--- config.mk ---
export PLATFORM = sky130hd
export DESIGN_NAME = mstp_frame_builder
export DESIGN_NICKNAME = d
export VERILOG_FILES = /design/src/hdl/mfb_pkg.sv /design/src/hdl/mfb_encoder.sv /design/src/hdl/mfb_serializer.sv /design/src/hdl/mstp_frame_builder.sv
export SDC_FILE = /design/constraint.sdc
export NUM_CORES = 1
export LEC_CHECK = 0
export BUFFER_PORTS_ARGS = -buffer_cell sky130_fd_sc_hd__buf_4
export CAP_MARGIN = 20
export CORE_ASPECT_RATIO = 0.75
export CORE_MARGIN = 4
export CORE_UTILIZATION = 40
export CTS_BUF_LIST = sky130_fd_sc_hd__clkbuf_16
export CTS_CLUSTER_DIAMETER = 80
export DETAILED_ROUTE_END_ITERATION = 7
export HOLD_SLACK_MARGIN = 0.1
export SETUP_SLACK_MARGIN = 0.1
export SYNTH_ARGS = -nofsm -noshare
export SYNTH_HDL_FRONTEND = slang
export SYNTH_SLANG_ARGS = --single-unit
--- constraint.sdc ---
create_clock -name i_clk -period 6.74 [get_ports i_clk]
set_clock_uncertainty 0.2 [all_clocks]
set_input_delay 1.348 -clock i_clk [delete_from_list [all_inputs] [get_ports i_clk]]
set_output_delay 1.348 -clock i_clk [all_outputs]
set_load 0.005 [all_outputs]
--- src/hdl/mfb_pkg.sv ---
package mfb_pkg;

    localparam int unsigned MAX_FRAME_BYTES = 512;
    localparam int unsigned HDR_TRL_BYTES   = 10;
    localparam logic [15:0] LEN_MAX         = 16'(MAX_FRAME_BYTES - HDR_TRL_BYTES);
    localparam logic [15:0] MIN_PAYLOAD     = 16'd8;

    localparam logic [7:0]  PREAMBLE_1 = 8'h55;
    localparam logic [7:0]  PREAMBLE_2 = 8'hFF;
    localparam logic [7:0]  CRC8_SEED  = 8'hFF;
    localparam logic [15:0] CRC16_SEED = 16'hFFFF;

    localparam logic        MODE_HDR  = 1'b0;
    localparam logic        MODE_DATA = 1'b1;

    localparam logic [1:0]  ST_OK      = 2'd0;
    localparam logic [1:0]  ST_SHORT   = 2'd1;
    localparam logic [1:0]  ST_LARGE   = 2'd2;
    localparam logic [1:0]  ST_NOFRAME = 2'd3;

    localparam int unsigned MAX_RES = 8;
    localparam int unsigned IDX_W   = $clog2(MAX_RES);
    localparam int unsigned CNT_W   = $clog2(MAX_RES + 1);

    typedef struct packed {
        logic [7:0] out_byte;
        logic       last;
        logic [1:0] status;
    } t_result;

    typedef struct packed {
        t_result [MAX_RES-1:0] res;
        logic [CNT_W-1:0]      cnt;
    } t_batch;

    function automatic logic [7:0] crc8_step(input logic [7:0] octet, input logic [7:0] crc);
        logic [15:0] c;
        logic [15:0] acc;
        acc = '0;
        c   = {8'd0, octet ^ crc};
        for (int i = 0; i < 8; i++) begin
            acc = acc ^ (c << i);
        end
        return {acc[7:1], acc[8]};
    endfunction

    function automatic logic [15:0] crc16_step(input logic [7:0] octet, input logic [15:0] crc);
        logic [23:0] lo;
        logic [23:0] r;
        lo = {16'd0, crc[7:0] ^ octet};
        r  = {16'd0, crc[15:8]} ^ (lo << 8) ^ (lo << 3) ^ (lo << 12) ^ (lo >> 4)
           ^ (lo & 24'h00000F) ^ ((lo & 24'h00000F) << 7);
        return r[15:0];
    endfunction

endpackage

--- src/hdl/mfb_encoder.sv ---
module mfb_encoder (
    input  logic                              i_clk,
    input  logic                              i_rst_n,
    input  logic                              i_take,
    input  logic                              i_mode,
    input  logic [7:0]                        i_ftype,
    input  logic [7:0]                        i_dest_addr,
    input  logic [7:0]                        i_src_addr,
    input  logic [15:0]                       i_payload_len,
    input  logic [7:0]                        i_data_byte,
    output mfb_pkg::t_batch                   o_batch
);

    logic        r_open;
    logic [15:0] r_left;
    logic [15:0] r_crc;
    logic        n_open;
    logic [15:0] n_left;
    logic [15:0] n_crc;

    logic [7:0]  hdr [0:4];
    logic [7:0]  hcrc [0:5];
    logic [15:0] dcrc;
    logic [15:0] fin;
    logic [15:0] left_dec;

    always_comb begin
        hdr[0] = i_ftype;
        hdr[1] = i_dest_addr;
        hdr[2] = i_src_addr;
        hdr[3] = i_payload_len[15:8];
        hdr[4] = i_payload_len[7:0];
        hcrc[0] = mfb_pkg::CRC8_SEED;
        for (int i = 0; i < 5; i++) begin
            hcrc[i+1] = mfb_pkg::crc8_step(hdr[i], hcrc[i]);
        end
        dcrc     = mfb_pkg::crc16_step(i_data_byte, r_crc);
        fin      = ~dcrc;
        left_dec = (r_left != 16'd0) ? r_left - 16'd1 : r_left;
    end

    always_comb begin
        n_open = r_open;
        n_left = r_left;
        n_crc  = r_crc;
        for (int k = 0; k < mfb_pkg::MAX_RES; k++) begin
            o_batch.res[k] = '{out_byte: 8'd0, last: 1'b0, status: mfb_pkg::ST_OK};
        end
        o_batch.cnt = mfb_pkg::CNT_W'(1);
        if (i_mode == mfb_pkg::MODE_HDR) begin
            if (i_payload_len < mfb_pkg::MIN_PAYLOAD) begin
                n_open = 1'b0;
                o_batch.res[0].status = mfb_pkg::ST_SHORT;
            end else if (i_payload_len > mfb_pkg::LEN_MAX) begin
                n_open = 1'b0;
                o_batch.res[0].status = mfb_pkg::ST_LARGE;
            end else begin
                o_batch.res[0].out_byte = mfb_pkg::PREAMBLE_1;
                o_batch.res[1].out_byte = mfb_pkg::PREAMBLE_2;
                for (int k = 0; k < 5; k++) begin
                    o_batch.res[k+2].out_byte = hdr[k];
                end
                o_batch.res[7].out_byte = ~hcrc[5];
                o_batch.res[7].last     = 1'b1;
                o_batch.cnt = mfb_pkg::CNT_W'(mfb_pkg::MAX_RES);
                n_open = 1'b1;
                n_left = i_payload_len;
                n_crc  = mfb_pkg::CRC16_SEED;
            end
        end else if (!r_open) begin
            o_batch.res[0].status = mfb_pkg::ST_NOFRAME;
        end else begin
            n_crc  = dcrc;
            n_left = left_dec;
            o_batch.res[0].out_byte = i_data_byte;
            if (left_dec == 16'd0) begin
                o_batch.res[1].out_byte = fin[7:0];
                o_batch.res[2].out_byte = fin[15:8];
                o_batch.res[2].last     = 1'b1;
                o_batch.cnt = mfb_pkg::CNT_W'(3);
                n_open = 1'b0;
            end
        end
    end

    always_ff @(posedge i_clk) begin
        if (!i_rst_n) begin
            r_open <= 1'b0;
            r_left <= 16'd0;
            r_crc  <= mfb_pkg::CRC16_SEED;
        end else if (i_take) begin
            r_open <= n_open;
            r_left <= n_left;
            r_crc  <= n_crc;
        end
    end

endmodule

--- src/hdl/mfb_serializer.sv ---
module mfb_serializer (
    input  logic                 i_clk,
    input  logic                 i_rst_n,
    input  logic                 i_load,
    input  mfb_pkg::t_batch      i_batch,
    output logic                 o_free,
    output logic                 o_valid,
    input  logic                 i_ready,
    output mfb_pkg::t_result     o_res
);

    mfb_pkg::t_result [mfb_pkg::MAX_RES-1:0] r_res;
    logic [mfb_pkg::CNT_W-1:0]               r_cnt;
    logic [mfb_pkg::IDX_W-1:0]               r_idx;
    logic                                    take;
    logic                                    at_end;

    assign o_valid = (r_cnt != '0);
    assign take    = o_valid && i_ready;
    assign at_end  = ((mfb_pkg::CNT_W'(r_idx) + mfb_pkg::CNT_W'(1)) == r_cnt);
    assign o_free  = !o_valid || (take && at_end);
    assign o_res   = r_res[r_idx];

    always_ff @(posedge i_clk) begin
        if (!i_rst_n) begin
            r_cnt <= '0;
            r_idx <= '0;
        end else if (i_load) begin
            r_cnt <= i_batch.cnt;
            r_idx <= '0;
        end else if (take) begin
            if (at_end) begin
                r_cnt <= '0;
                r_idx <= '0;
            end else begin
                r_idx <= r_idx + mfb_pkg::IDX_W'(1);
            end
        end
    end

    always_ff @(posedge i_clk) begin
        if (i_load) begin
            r_res <= i_batch.res;
        end
    end

endmodule

--- src/hdl/mstp_frame_builder.sv ---
// MS/TP frame encoder with stream ports. A header beat (tuser 0) yields eight output
// beats: preamble, five header octets and the inverted header CRC-8, the last one
// marked tlast; a rejected header yields one error beat. A data beat (tuser 1) yields
// one octet, or three beats on the final byte (octet, CRC-16 low, CRC-16 high with
// tlast), or an error beat if no frame is open. Items are encoded combinationally into
// a result buffer that drains one beat per cycle while i_m_tready is high; the next
// item is taken as the buffer's last beat leaves, so payload bytes stream at one per cycle.
module mstp_frame_builder (
    input  logic        i_clk,
    input  logic        i_rst_n,
    input  logic        i_s_tvalid,
    output logic        o_s_tready,
    // ftype, dest_addr, src_addr, payload_len, data_byte
    input  logic [47:0] i_s_tdata,
    // mode
    input  logic        i_s_tuser,
    output logic        o_m_tvalid,
    input  logic        i_m_tready,
    // out_byte
    output logic [7:0]  o_m_tdata,
    output logic        o_m_tlast,
    // status
    output logic [1:0]  o_m_tuser
);

    mfb_pkg::t_batch  batch;
    mfb_pkg::t_result res;
    logic             free;
    logic             take;

    assign o_s_tready = free;
    assign take       = i_s_tvalid && free;

    mfb_encoder u_enc (
        .i_clk         (i_clk),
        .i_rst_n       (i_rst_n),
        .i_take        (take),
        .i_mode        (i_s_tuser),
        .i_ftype       (i_s_tdata[7:0]),
        .i_dest_addr   (i_s_tdata[15:8]),
        .i_src_addr    (i_s_tdata[23:16]),
        .i_payload_len (i_s_tdata[39:24]),
        .i_data_byte   (i_s_tdata[47:40]),
        .o_batch       (batch)
    );

    mfb_serializer u_ser (
        .i_clk   (i_clk),
        .i_rst_n (i_rst_n),
        .i_load  (take),
        .i_batch (batch),
        .o_free  (free),
        .o_valid (o_m_tvalid),
        .i_ready (i_m_tready),
        .o_res   (res)
    );

    assign o_m_tdata = res.out_byte;
    assign o_m_tlast = res.last;
    assign o_m_tuser = res.status;

endmodule

==> load_flow_metrics.sql <==
INSERT INTO impl_metrics (metric_group, metric, value, unit) VALUES
('final_layout', 'antenna_cells_inserted', '0', ''),
('sta', 'timing.setup.tns', '0', 'ns'),
('clock_network', 'cts_resized', '0', ''),
('grt', 'grt_antenna_before_repair', '0', ''),
('yosys', 'synth_area', '6439', 'um^2'),
('power_and_ir_drop', 'power.static_leakage', '0.002907', 'uW'),
('placed_design', 'gp_routability_congestion', '0.9059', ''),
('routing', 'detail_route.first_pass.iterations', '5', ''),
('sta', 'max_freq', '0.2392', 'GHz'),
('worst_hold_path', 'holdCritPathClass', 'reg -> reg', ''),
('routing', 'dr_total_vias', '4706', ''),
('job', 'total_of_max_cap_violations', '0', ''),
('die', 'core_area', '15520', 'um^2'),
('clock_network', 'cts_sinks', '107', ''),
('critical_path', 'critical_path.endpoint_type', 'register', ''),
('sta', 'final_number_of_max_transition_violations', '0', ''),
('clock_network', 'hold_bufs_inserted_after_cts', '0', ''),
('final_layout', 'syn_to_final_growth', '15.70', '%'),
('die', 'placement_rows', '39', ''),
('sta', 'report.final.setup_viol', '0', ''),
('sta', 'finalCriticalPeriod', '4.180', 'ns'),
('clock_network', 'cts.reportedPaths.clkPinSlew', '0.08', 'ns'),
('yosys', 'predominant_post_synthesis_flop_cell', 'sky130_fd_sc_hd__edfxtp_1', ''),
('status', 'status', 'completed', ''),
('final_layout', 'layout_utilization', '48.01', '%'),
('die', 'design.die.area', '18210', 'um^2'),
('die', 'chipWidth', '154.5', 'um'),
('yosys', 'post_synthesis_mean_instance_area', '10.70', 'um^2'),
('clock_network', 'ctsHtreeMaxLevel', '3', ''),
('final_layout', 'final_net_count', '712', ''),
('routing', 'drt-initial-drc-count', '432', ''),
('clock_network', 'post_cts.repair.setup_buffers', '0', ''),
('sta', 'setup_ws', '2.560', 'ns'),
('grt', 'global_route.usage.met3', '3.455', '%'),
('routing', 'routed_wirelength', '17310', 'um'),
('sta', 'rsz_0062_raised_after_global_routing', 'false', ''),
('critical_path', 'crit_path_max_fanout', '5', ''),
('final_layout', 'layout_cell_share_with_drive_strength_beyond_1', '19.79', '%'),
('yosys', 'synth-seq-cells', '107', ''),
('critical_path', 'kind_of_launch_point_of_the_worst_setup_path', 'input port', ''),
('sta', 'worst-slew-pin-transition', '0.9595', 'ns'),
('sta', 'period_share', '62.01', '%'),
('grt', 'grt_overflow', '0', ''),
('power_and_ir_drop', 'power_density', '289.2', 'nW/um^2'),
('placed_design', 'dp_slack', '2.198', 'ns'),
('placed_design', 'place.port_buffers', '65', ''),
('routing', 'detailed_route_drc_error_count', '0', ''),
('clock_network', 'clock-root-buffer', 'sky130_fd_sc_hd__clkbuf_16', ''),
('sta', 'worst_slew_margin_rel', '35.88', '%'),
('sta', 'final-hold-violation-count', '0', ''),
('clock_network', 'clk_path_buf_depth', '2', ''),
('yosys', 'synth_warnings', '0', ''),
('grt', 'globalRouteTotalUtil', '19.26', '%'),
('grt', 'grt_pass1_wl', '27190', 'um'),
('yosys', 'number_of_enable_flip_flop_cells_after_synthesis', '68', ''),
('grt', 'via_count_of_the_first_global_routing_pass', '4700', ''),
('die', 'initial_core_util', '41.49', '%'),
('critical_path', 'critical_path_class', 'in -> reg', ''),
('power_and_ir_drop', 'peak_ir_drop_on_the_vdd_network', '0.2890', 'mV'),
('critical_path', 'arrival_worst_endpoint', '4.05', 'ns'),
('grt', 'met2_layer_usage_reported_by_global_route', '28.30', '%'),
('yosys', 'ys_types', '58', ''),
('die', 'design.portCount', '66', ''),
('grt', 'global_route.usage.met1', '29.85', '%'),
('placed_design', 'detailedPlacementHpwl', '12900', 'um'),
('power_and_ir_drop', 'report.power.total', '2155', 'uW'),
('routing', 'detail_route.wl_per_cell', '19.96', 'um'),
('clock_network', 'tritoncts', 'done', ''),
('yosys', 'async_flop_share', '0', '%'),
('clock_network', 'insertion_delay', '0.34', 'ns'),
('routing', 'final_antenna_net_count', '0', ''),
('yosys', 'post_synth_inst_count', '602', ''),
('grt', 'grt.busiest_layer', 'met1', ''),
('yosys', 'seq_area_frac_synth', '43.84', '%'),
('routing', 'drt-vias-per-instance', '5.428', ''),
('grt', 'grt_start_max_net_pins', '48', ''),
('clock_network', 'inserted_clock_buffers', '9', ''),
('die', 'fp.dieH', '117.9', 'um'),
('critical_path', 'worst_ep_required_time', '6.61', 'ns');
-- cell type report --
| cell class | count | area [um^2] |
|---|---|---|
| sequential | 107 | 2823 |
| fill | 1463 | 8068 |
| timing repair buffer | 70 | 545.5 |
| tap | 205 | 256.5 |
| clock buffer | 9 | 225.2 |
| multi-input combinational | 461 | 3495 |
| clock inverter | 7 | 75.07 |
| inverter | 8 | 30.03 |
-- state kept, by name, summed over array words and instances (netlist names) --
signal / flops
u_enc.r_crc: 16
u_enc.r_left: 16
u_enc.r_open: 1
u_ser.r_idx: 3
u_ser.r_res: 68
u_ser.r_cnt: 3
-- kinds of logic after synthesis --
kind of cell / after synthesis / synth area share (%)
buffers and inverters: 40 / 2.351
xor gates and xnor gates: 100 / 18.42
adders and majority gates: 2 / 0.3886
and+or+nand+nor: 231 / 18.07
DFF: 107 / 43.84
AOI/OAI and AO/OA: 94 / 9.386
other: 1 / 0.05824
muxes: 27 / 7.482
-- Yosys cell counts, types with 5 or more instances --
library cell	n	area, um^2
sky130_fd_sc_hd__xor2_1	17	148.9
sky130_fd_sc_hd__nor2b_1	15	93.84
sky130_fd_sc_hd__nand3_1	20	100.1
sky130_fd_sc_hd__and2_1	28	175.2
sky130_fd_sc_hd__buf_1	6	22.52
sky130_fd_sc_hd__o21ai_0	35	175.2
sky130_fd_sc_hd__xnor3_1	8	180.2
sky130_fd_sc_hd__nor2_1	41	153.9
sky130_fd_sc_hd__inv_1	6	22.52
sky130_fd_sc_hd__a21oi_1	15	75.07
sky130_fd_sc_hd__nand2_1	74	277.8
sky130_fd_sc_hd__and3_1	6	37.54
sky130_fd_sc_hd__dfxtp_1	39	780.8
sky130_fd_sc_hd__a21boi_0	6	45.04
sky130_fd_sc_hd__mux2_2	9	101.4
sky130_fd_sc_hd__mux4_2	16	360.4
sky130_fd_sc_hd__a22oi_1	5	37.54
sky130_fd_sc_hd__nand4_1	5	31.28
sky130_fd_sc_hd__a31oi_1	5	31.28
sky130_fd_sc_hd__nor4_1	7	43.79
sky130_fd_sc_hd__xnor2_1	62	543.0
sky130_fd_sc_hd__clkbuf_1	25	93.84
sky130_fd_sc_hd__nor3_1	12	60.06
sky130_fd_sc_hd__xnor3_2	7	166.4
sky130_fd_sc_hd__edfxtp_1	68	2042
sky130_fd_sc_hd__o21a_1	5	37.54
-- critical path: stages --
cell	delay, ns
sky130_fd_sc_hd__buf_4	0.11
sky130_fd_sc_hd__xnor3_2	0.47
sky130_fd_sc_hd__xnor3_2	0.47
sky130_fd_sc_hd__xnor3_1	0.40
sky130_fd_sc_hd__xnor3_2	0.47
sky130_fd_sc_hd__xnor3_2	0.42
sky130_fd_sc_hd__xnor3_1	0.31
sky130_fd_sc_hd__nor2_1	0.04
-- power by group --
| group | internal, uW | total, uW | switching (uW) |
|---|---|---|---|
| Clock | 291 | 542 | 251 |
| Combinational | 505 | 883 | 378 |
| Sequential | 722 | 730 | 8.11 |
-- per-layer routing --
layer	vias to the layer above	wire (um)
li1	2252	-
met1	2278	8635
met2	158	7398
met3	18	1059
met4	0	216
met5	-	0
-- stage by stage --
step                instance area, um^2  hold slack, ns  instances
floorplan                          6461          0.2593        608
CTS                                7422          0.2877        866
detailed placement                 7122          0.2770        850
finish                             7450          0.2849        867
global placement                   7122          0.2699        850
global route                       7450          0.3054        867
-- path summary, 6_finish.rpt --
path	from	slack (ns)	depth (start not counted)	end
setup / recovery	i_s_tdata[0]	2.56	8	u_ser.r_res[85]
hold reg to reg	u_enc.r_crc[10]	0.28	2	u_enc.r_crc[10]
setup reg to reg	u_enc.r_left[12]	3.07	7	u_ser.r_res[29]
hold / removal	u_enc.r_crc[10]	0.28	2	u_enc.r_crc[10]
-- cell usage in the layout (no fill, tap or decap), drive strengths merged, types with 12 or more instances in the layout --
master / count
nor2b: 15
nor3: 12
nand3: 20
xnor2: 62
dfxtp: 39
edfxtp: 68
o21ai: 35
mux4: 16
xnor3: 15
xor2: 17
a21oi: 15
nor2: 41
nand2: 74
buf: 70
and2: 28
(Power assumes the default switching activity.)
